==> config.mk <==
export PLATFORM = sky130hd
export DESIGN_NAME = char_lcd_nibble_command_encoder
export DESIGN_NICKNAME = d
export VERILOG_FILES = /design/src/rtl/core/clne_pkg.sv /design/src/rtl/core/clne_front.sv /design/src/rtl/core/clne_fifo.sv /design/src/rtl/core/clne_back.sv /design/src/rtl/core/char_lcd_nibble_command_encoder.sv
export SDC_FILE = /design/constraint.sdc
export NUM_CORES = 1
export LEC_CHECK = 0
export CAP_MARGIN = 20
export CORE_MARGIN = 2
export CORE_UTILIZATION = 40
export CTS_BUF_LIST = sky130_fd_sc_hd__clkbuf_8
export DETAILED_ROUTE_END_ITERATION = 7
export DONT_BUFFER_PORTS = 1
export SYNTH_ARGS = -nofsm -noshare
export SYNTH_HDL_FRONTEND = slang
export SYNTH_SLANG_ARGS = --single-unit
==> constraint.sdc <==
create_clock -name i_clk -period 3.8 [get_ports i_clk]
set_clock_uncertainty 0.05 [all_clocks]
set_input_delay 0.19 -clock i_clk [delete_from_list [all_inputs] [get_ports i_clk]]
set_output_delay 0.19 -clock i_clk [all_outputs]
set_load 0.005 [all_outputs]
==> src/rtl/core/clne_pkg.sv <==
// Package for the character LCD nibble command encoder.
// Holds request codes, port bit masks, wait constants and the job type
// shared by the front, the job queue and the back. No dependencies.
package clne_pkg;

    localparam int unsigned REQ_W   = 4;
    localparam int unsigned WAIT_W  = 12;

    localparam logic [REQ_W-1:0] REQ_DATA      = 4'd0;
    localparam logic [REQ_W-1:0] REQ_COMMAND   = 4'd1;
    localparam logic [REQ_W-1:0] REQ_NIBBLE    = 4'd2;
    localparam logic [REQ_W-1:0] REQ_CURSOR    = 4'd3;
    localparam logic [REQ_W-1:0] REQ_DISPLAY   = 4'd4;
    localparam logic [REQ_W-1:0] REQ_ENTRY     = 4'd5;
    localparam logic [REQ_W-1:0] REQ_CLEAR     = 4'd6;
    localparam logic [REQ_W-1:0] REQ_HOME      = 4'd7;
    localparam logic [REQ_W-1:0] REQ_SCROLL_L  = 4'd8;
    localparam logic [REQ_W-1:0] REQ_SCROLL_R  = 4'd9;
    localparam logic [REQ_W-1:0] REQ_CGRAM     = 4'd10;
    localparam logic [REQ_W-1:0] REQ_FUNC_SET  = 4'd11;
    localparam logic [REQ_W-1:0] REQ_EXP_RESET = 4'd12;

    localparam logic [7:0] PORT_EN = 8'h04;
    localparam logic [7:0] PORT_BL = 8'h08;
    localparam logic [7:0] PORT_RS = 8'h01;

    localparam logic [7:0] CMD_DDRAM     = 8'h80;
    localparam logic [7:0] CMD_CGRAM     = 8'h40;
    localparam logic [7:0] CMD_DISPLAY   = 8'h08;
    localparam logic [7:0] CMD_ENTRY     = 8'h04;
    localparam logic [7:0] CMD_CLEAR     = 8'h01;
    localparam logic [7:0] CMD_HOME      = 8'h02;
    localparam logic [7:0] CMD_SCROLL_L  = 8'h18;
    localparam logic [7:0] CMD_SCROLL_R  = 8'h1C;
    localparam logic [7:0] CMD_FUNC_SET  = 8'h20;
    localparam logic [7:0] FUNC_TWO_LINE = 8'h08;

    localparam logic [WAIT_W-1:0] WAIT_PLAIN = 12'd0;
    localparam logic [WAIT_W-1:0] WAIT_EN_HI = 12'd1;
    localparam logic [WAIT_W-1:0] WAIT_EN_LO = 12'd50;
    localparam logic [WAIT_W-1:0] WAIT_SLOW  = 12'd2050;

    typedef enum logic [1:0] {
        JOB_BYTE,
        JOB_NIBBLE,
        JOB_EXP_RESET,
        JOB_NONE
    } t_job_kind;

    typedef struct packed {
        t_job_kind  kind;
        logic [7:0] value;
        logic       rs;
        logic       bl;
        logic       slow;
    } t_job;

    localparam int unsigned JOB_W = $bits(t_job);

    function automatic logic [6:0] row_base(input logic [1:0] row);
        logic [6:0] base;
        case (row)
            2'd0:    base = 7'h00;
            2'd1:    base = 7'h40;
            2'd2:    base = 7'h14;
            default: base = 7'h54;
        endcase
        return base;
    endfunction

endpackage

==> src/rtl/core/clne_front.sv <==
// Front of the encoder: classifies a request into a job for the back.
// Holds the line-mode register. Depends on clne_pkg.
module clne_front (
    input  logic                i_clk,
    input  logic                i_rst_n,
    input  logic                i_cfg_wr,
    input  logic                i_cfg_data,
    input  logic [3:0]          i_req_type,
    input  logic [7:0]          i_byte_value,
    input  logic [6:0]          i_column,
    input  logic [1:0]          i_row,
    input  logic                i_flag_on_or_left,
    input  logic                i_flag_cursor_or_increment,
    input  logic                i_flag_blink,
    input  logic [2:0]          i_cgram_slot,
    input  logic                i_backlight,
    output clne_pkg::t_job      o_job
);
    import clne_pkg::*;

    logic       r_two_line;
    logic [6:0] addr;

    always_ff @(posedge i_clk) begin
        if (!i_rst_n) begin
            r_two_line <= 1'b1;
        end else if (i_cfg_wr) begin
            r_two_line <= i_cfg_data;
        end
    end

    assign addr = i_column + row_base(i_row);

    always_comb begin
        o_job.kind  = JOB_BYTE;
        o_job.value = 8'h00;
        o_job.rs    = 1'b0;
        o_job.bl    = i_backlight;
        o_job.slow  = 1'b0;
        unique case (i_req_type)
            REQ_DATA: begin
                o_job.value = i_byte_value;
                o_job.rs    = 1'b1;
            end
            REQ_COMMAND: o_job.value = i_byte_value;
            REQ_NIBBLE: begin
                o_job.kind  = JOB_NIBBLE;
                o_job.value = i_byte_value;
            end
            REQ_CURSOR:  o_job.value = CMD_DDRAM | {1'b0, addr};
            REQ_DISPLAY: o_job.value = CMD_DISPLAY | {5'd0, i_flag_on_or_left,
                                           i_flag_cursor_or_increment, i_flag_blink};
            REQ_ENTRY:   o_job.value = CMD_ENTRY | {6'd0, i_flag_on_or_left,
                                           i_flag_cursor_or_increment};
            REQ_CLEAR: begin
                o_job.value = CMD_CLEAR;
                o_job.slow  = 1'b1;
            end
            REQ_HOME: begin
                o_job.value = CMD_HOME;
                o_job.slow  = 1'b1;
            end
            REQ_SCROLL_L: o_job.value = CMD_SCROLL_L;
            REQ_SCROLL_R: o_job.value = CMD_SCROLL_R;
            REQ_CGRAM:    o_job.value = CMD_CGRAM | {2'b00, i_cgram_slot, 3'b000};
            REQ_FUNC_SET: o_job.value = CMD_FUNC_SET | (r_two_line ? FUNC_TWO_LINE : 8'h00);
            REQ_EXP_RESET: o_job.kind = JOB_EXP_RESET;
            default:       o_job.kind = JOB_NONE;
        endcase
    end

endmodule

==> src/rtl/core/clne_fifo.sv <==
// Short job queue between the front and the back of the encoder.
// Storage is a small register array with one write and one read port. Depends on clne_pkg.
module clne_fifo #(
    parameter int unsigned DEPTH = 4
) (
    input  logic           i_clk,
    input  logic           i_rst_n,
    input  logic           i_push,
    input  clne_pkg::t_job i_job,
    input  logic           i_pop,
    output clne_pkg::t_job o_job,
    output logic           o_full,
    output logic           o_empty
);
    import clne_pkg::*;

    localparam int unsigned AW = (DEPTH > 1) ? $clog2(DEPTH) : 1;
    localparam int unsigned CW = $clog2(DEPTH + 1);

    t_job          r_mem [DEPTH];
    logic [AW-1:0] r_wr_ptr;
    logic [AW-1:0] r_rd_ptr;
    logic [CW-1:0] r_count;

    function automatic logic [AW-1:0] bump(input logic [AW-1:0] ptr);
        return (ptr == AW'(DEPTH - 1)) ? '0 : ptr + 1'b1;
    endfunction

    assign o_full  = (r_count == CW'(DEPTH));
    assign o_empty = (r_count == '0);
    assign o_job   = r_mem[r_rd_ptr];

    always_ff @(posedge i_clk) begin
        if (i_push) begin
            r_mem[r_wr_ptr] <= i_job;
        end
    end

    always_ff @(posedge i_clk) begin
        if (!i_rst_n) begin
            r_wr_ptr <= '0;
            r_rd_ptr <= '0;
            r_count  <= '0;
        end else begin
            if (i_push) begin
                r_wr_ptr <= bump(r_wr_ptr);
            end
            if (i_pop) begin
                r_rd_ptr <= bump(r_rd_ptr);
            end
            if (i_push && !i_pop) begin
                r_count <= r_count + 1'b1;
            end else if (!i_push && i_pop) begin
                r_count <= r_count - 1'b1;
            end
        end
    end

endmodule

==> src/rtl/core/clne_back.sv <==
// Back of the encoder: expands one queued job into port bytes, one per cycle.
// Each nibble goes out as plain, enable high and enable low. Depends on clne_pkg.
module clne_back (
    input  logic                           i_clk,
    input  logic                           i_rst_n,
    input  logic                           i_empty,
    input  clne_pkg::t_job                 i_job,
    output logic                           o_pop,
    output logic                           o_strobe,
    output logic [7:0]                     o_port_byte,
    output logic [clne_pkg::WAIT_W-1:0]    o_wait_us,
    output logic                           o_last_byte
);
    import clne_pkg::*;

    typedef enum logic [1:0] {
        PH_PLAIN,
        PH_EN_HI,
        PH_EN_LO
    } t_phase;

    logic       r_active;
    t_job       r_cur;
    logic       r_nib;
    t_phase     r_ph;

    logic [7:0]        base;
    logic [7:0]        n_port_byte;
    logic [WAIT_W-1:0] n_wait_us;
    logic              n_last;

    always_comb begin
        base = {(r_nib ? r_cur.value[3:0] : r_cur.value[7:4]), 4'h0}
             | (r_cur.bl ? PORT_BL : 8'h00) | (r_cur.rs ? PORT_RS : 8'h00);
        n_last = 1'b0;
        case (r_cur.kind)
            JOB_NIBBLE:    n_last = (r_ph == PH_EN_LO);
            JOB_EXP_RESET: n_last = 1'b1;
            default:       n_last = r_nib && (r_ph == PH_EN_LO);
        endcase
        n_port_byte = base;
        n_wait_us   = WAIT_PLAIN;
        if (r_cur.kind == JOB_EXP_RESET) begin
            n_port_byte = r_cur.bl ? PORT_BL : 8'h00;
        end else begin
            case (r_ph)
                PH_EN_HI: begin
                    n_port_byte = base | PORT_EN;
                    n_wait_us   = WAIT_EN_HI;
                end
                PH_EN_LO: n_wait_us = (n_last && r_cur.slow) ? WAIT_SLOW : WAIT_EN_LO;
                default:  n_wait_us = WAIT_PLAIN;
            endcase
        end
    end

    assign o_pop = !i_empty && (!r_active || n_last);

    always_ff @(posedge i_clk) begin
        if (!i_rst_n) begin
            r_active    <= 1'b0;
            r_cur       <= '0;
            r_nib       <= 1'b0;
            r_ph        <= PH_PLAIN;
            o_strobe    <= 1'b0;
            o_port_byte <= 8'h00;
            o_wait_us   <= WAIT_PLAIN;
            o_last_byte <= 1'b0;
        end else begin
            o_strobe    <= r_active;
            o_port_byte <= n_port_byte;
            o_wait_us   <= n_wait_us;
            o_last_byte <= n_last;
            if (o_pop) begin
                r_cur    <= i_job;
                r_active <= 1'b1;
                r_nib    <= 1'b0;
                r_ph     <= PH_PLAIN;
            end else if (r_active && n_last) begin
                r_active <= 1'b0;
            end else if (r_active) begin
                unique case (r_ph)
                    PH_PLAIN: r_ph <= PH_EN_HI;
                    PH_EN_HI: r_ph <= PH_EN_LO;
                    default: begin
                        r_ph  <= PH_PLAIN;
                        r_nib <= 1'b1;
                    end
                endcase
            end
        end
    end

    a_phase_range: assert property (@(posedge i_clk) disable iff (!i_rst_n)
        r_active |-> (r_ph == PH_PLAIN || r_ph == PH_EN_HI || r_ph == PH_EN_LO))
        else $error("phase counter out of range");

    a_enable_pulse: assert property (@(posedge i_clk) disable iff (!i_rst_n)
        (r_active && r_cur.kind != JOB_EXP_RESET && r_ph == PH_EN_HI) |=>
        (o_strobe && o_port_byte[2] && o_wait_us == WAIT_EN_HI))
        else $error("enable-high byte not emitted");

    a_slow_only_last: assert property (@(posedge i_clk) disable iff (!i_rst_n)
        (o_strobe && o_wait_us == WAIT_SLOW) |-> o_last_byte)
        else $error("long wait on a byte that is not last");

    a_no_pop_empty: assert property (@(posedge i_clk) disable iff (!i_rst_n)
        o_pop |-> !i_empty)
        else $error("pop from empty queue");

endmodule

==> src/rtl/core/char_lcd_nibble_command_encoder.sv <==
// Top level of the character LCD nibble command encoder.
// Ties the front, the job queue and the back together. Depends on clne_pkg.
//
// A request is taken when start is high and busy is low; busy rises only when
// the job queue is full. Each request becomes up to six port bytes, one per
// cycle on o_strobe, with o_last_byte on the final one; the receiver cannot
// stall them. A full byte request becomes six port bytes, a nibble three and
// an expander reset one; the back takes the next job with the last byte of
// the current one, so queued requests go out without gaps. The first byte
// passes the job queue and the back's job register before the registered
// output. Unused request types emit nothing. The line-mode register is
// written through the configuration channel, which is always ready.
module char_lcd_nibble_command_encoder #(
    parameter int unsigned QUEUE_DEPTH = 4
) (
    input  logic                        i_clk,
    input  logic                        i_rst_n,
    input  logic                        start,
    output logic                        busy,
    input  logic [3:0]                  i_req_type,
    input  logic [7:0]                  i_byte_value,
    input  logic [6:0]                  i_column,
    input  logic [1:0]                  i_row,
    input  logic                        i_flag_on_or_left,
    input  logic                        i_flag_cursor_or_increment,
    input  logic                        i_flag_blink,
    input  logic [2:0]                  i_cgram_slot,
    input  logic                        i_backlight,
    input  logic                        i_cfg_valid,
    output logic                        o_cfg_ready,
    input  logic                        i_cfg_data,
    output logic                        o_strobe,
    output logic [7:0]                  o_port_byte,
    output logic [clne_pkg::WAIT_W-1:0] o_wait_us,
    output logic                        o_last_byte
);
    import clne_pkg::*;

    t_job front_job;
    t_job queue_job;
    logic push;
    logic pop;
    logic full;
    logic empty;

    assign o_cfg_ready = 1'b1;
    assign busy        = full;
    assign push        = start && !full && (front_job.kind != JOB_NONE);

    clne_front u_front (
        .i_clk                      (i_clk),
        .i_rst_n                    (i_rst_n),
        .i_cfg_wr                   (i_cfg_valid && o_cfg_ready),
        .i_cfg_data                 (i_cfg_data),
        .i_req_type                 (i_req_type),
        .i_byte_value               (i_byte_value),
        .i_column                   (i_column),
        .i_row                      (i_row),
        .i_flag_on_or_left          (i_flag_on_or_left),
        .i_flag_cursor_or_increment (i_flag_cursor_or_increment),
        .i_flag_blink               (i_flag_blink),
        .i_cgram_slot               (i_cgram_slot),
        .i_backlight                (i_backlight),
        .o_job                      (front_job)
    );

    clne_fifo #(
        .DEPTH (QUEUE_DEPTH)
    ) u_fifo (
        .i_clk   (i_clk),
        .i_rst_n (i_rst_n),
        .i_push  (push),
        .i_job   (front_job),
        .i_pop   (pop),
        .o_job   (queue_job),
        .o_full  (full),
        .o_empty (empty)
    );

    clne_back u_back (
        .i_clk       (i_clk),
        .i_rst_n     (i_rst_n),
        .i_empty     (empty),
        .i_job       (queue_job),
        .o_pop       (pop),
        .o_strobe    (o_strobe),
        .o_port_byte (o_port_byte),
        .o_wait_us   (o_wait_us),
        .o_last_byte (o_last_byte)
    );

endmodule

==> results_dict.tcl <==
set metrics [dict create \
    status "complete, no violations" \
    async_reset_ff_share_pct 0 \
    crit_slowest_cell "fa_1" \
    path_clk_slew_ns 0.08 \
    synth_cell_types 49 \
    postCtsSetupBuffers 0 \
    wirelength_um 7180 \
    synth-edff-count 52 \
    end_kind "flip-flop" \
    dp_hpwl_um 4810 \
    synthFlopType "edfxtp_1" \
    synthTopCellsByArea "edfxtp_1 (38%), dfxtp_1 (18%), mux4_2 (7.2%)" \
    first_pass_iters 5 \
    die_h_um 105 \
    yosys_warnings 0 \
    dieArea_sq_mm 0.0110 \
    final_nets 365 \
    track_usage_pct 13.2 \
    p_leak_nw 1.50 \
    tightest_slew_ns 0.929 \
    antenna_found_initial 0 \
    hold_path_class "in2reg" \
    setup_violations 0 \
    synthDominantCellAreaShare_pct 38.4 \
    gr-total-overflow 0 \
    slew_violations 0 \
    layout_setup_ws_ns 1.03 \
    fin_crit_sh_pct 72.8 \
    crit_chain "inv_1, ha_1, a21oi_1, o211ai_2, buf_4, nand2_1, ha_1, inv_1, fa_1, xor2_1, or3_1, a21boi_0" \
    cts_tree "done" \
    via_per_inst 5.20 \
    ir_drop_uv 236 \
    maxSlewHeadroom_pct 37.9 \
    clk_path_buf_depth 2 \
    period_needed_ns 2.77 \
    cp_max_fo 19 \
    placeableCoreArea_sq_mm 0.00982 \
    initial_utilization_pct 41.5 \
    cp.required_ns 4.01 \
    synth-seq-cells 89 \
    cts_root_buf "clkbuf_8" \
    drtIter0Drc 68 \
    clkLatencyLatePin_ns 0.34 \
    synth_area_leader_cell "edfxtp_1" \
    rsz0062_at_grt "no" \
    worst_path_largest_cell_delay_ns 0.37 \
    cap_violations 0 \
    pre_cts_slack_ns 1.06 \
    syn_area_per_cell_sq_um 12.6 \
    ios 57 \
    placementRows 36 \
    dp_cells 433 \
    drc 0 \
    ant_nets 0 \
    antenna_cells 0 \
    gp_congestion 0.746 \
    vias 2365 \
    cts.sinks 89 \
    final.setup.tns_ns 0 \
    first_global_vias 2294 \
    numCtsBuffers 9 \
    grt_pass1_wl_um 11100 \
    instances_no_fill 455 \
    netlist_instances 324 \
    worst-setup-path-type "reg2reg" \
    area_growth_pct 7.41 \
    die_w_um 105 \
    critPathLaunchType "flip-flop" \
    numPortBuffers 0 \
    grt_start_max_net_pins 29 \
    whs_ns 0.0301 \
    hold_viol_final 0 \
    wl_per_cell_um 15.8 \
    htree_levels 3 \
    power_density_mw_per_mm2 608 \
    synth_area_sq_mm 0.00407 \
    drive_above_1_share_pct 11.2 \
    synth_common_cells "edfxtp_1 (52), dfxtp_1 (37), o21ai_0 (21)" \
    yosysSeqAreaShare_pct 56.5 \
    crit_arrival_ns 2.98 \
    max_freq_ghz 0.362 \
    yosysMostFrequentCell "edfxtp_1" \
]
-- layer usage --
layer	up-vias	part of all wire [%]	GRT usage (%)
li1	1152	-	-
met1	1138	45	15.7
met2	68	48	22.3
met3	7	6.3	5.05
met4	0	1.1	3.71
met5	-	0	0
-- timing repair --
item / in CTS / in global routing
endpoints found under the hold margin: 36 / 4
resized for setup: 0 / 0
hold buffers: 4 / 1
-- cells in the final DEF (no fill, tap or decap), drive strengths merged, types with 2 or more instances in the layout --
cell type / count
a21boi: 20
a21oi: 8
a311oi: 2
a31oi: 2
and2: 13
buf: 3
bufinv: 2
clkbuf: 9
clkinv: 2
conb: 9
dfxtp: 37
dlygate4sd3: 5
edfxtp: 52
ha: 14
inv: 11
mux2: 2
mux2i: 9
mux4: 13
nand2: 10
nand2b: 2
nand3: 18
nor2: 17
nor2b: 5
nor3: 3
nor3b: 4
o211ai: 2
o21ai: 21
o32ai: 3
or3: 3
xnor2: 2
xor2: 3
-- where the power goes --
| group | switching (mW) | internal [mW] | leakage (nW) |
|---|---|---|---|
| clock | 0.315 | 0.366 | 0.112 |
| combinational | 0.375 | 0.336 | 0.606 |
| sequential | 0.0980 | 1.17 | 0.787 |
| total | 0.788 | 1.87 | 1.50 |
-- worst max-delay path: cells and delay by family (launching register included) --
kind | cells | cell delay, ns
AOI/OAI and AO/OA | 3 | 0.57
and+or+nand+nor | 2 | 0.40
buffers and inverters | 3 | 0.34
adders and majority gates | 3 | 0.78
DFF | 1 | 0.36
xor gates and xnor gates | 1 | 0.17
-- through the flow --
step	area [sq um]	power [mW]	util, %
6_report	4370	2.66	44.5
5_1_grt	4370	2.81	44.5
4_1_cts	4340	2.66	44.2
3_5_place_dp	4080	1.97	41.6
3_3_place_gp	4080	1.94	41.6
2_1_floorplan	4100	1.84	-
-- cells by family (layout without fill, tap and decap cells) --
group,count (synthesis),in the layout,share of synthesized area [%]
flops,89,89,56.5
other cells,2,9,0.184
mux,24,24,10.1
fa+ha+maj,15,15,4.79
simple gates,80,80,10.4
compound gates,67,67,11.2
xor+xnor,5,5,1.08
buf+inv,42,33,5.65
-- state kept, by name (all words and copies together), names as in the netlist --
register	flops
u_back.o_last_byte	1
u_back.r_ph	2
u_back.o_wait_us	3
u_back.r_cur	13
u_back.r_nib	1
u_back.o_strobe	1
u_fifo.r_mem	52
u_fifo.r_rd_ptr	2
u_back.r_active	1
u_back.o_port_byte	7
u_fifo.r_wr_ptr	2
u_fifo.r_count	3
u_front.r_two_line	1
-- final cells by class --
type                            instances  area, sq um
Timing Repair Buffer                    8         92.6
Multi-Input combinational cell        200         1570
Sequential cell                        89         2300
Tap cell                              133          166
Clock inverter                          7         88.8
Clock buffer                            9          124
Inverter                                9         33.8
Fill cell                             949         5450
-- path summary, 6_finish.rpt --
check	cells after the start	startpoint	slack, ns	end
setup / recovery	12	u_back.r_ph[0]$_SDFFE_PP0P_	1.03	u_fifo.r_count[2]$_SDFFE_PN0P_
hold / removal	1	i_req_type[2]	0.03	u_fifo.r_mem[1][2]$_DFFE_PP_
setup reg to reg	12	u_back.r_ph[0]$_SDFFE_PP0P_	1.03	u_fifo.r_count[2]$_SDFFE_PN0P_
hold reg to reg	1	u_back.r_cur[1]$_SDFFE_PN0P_	0.40	u_back.o_port_byte[3]$_SDFF_PN0_
Power figures use the tool's default switching activity.
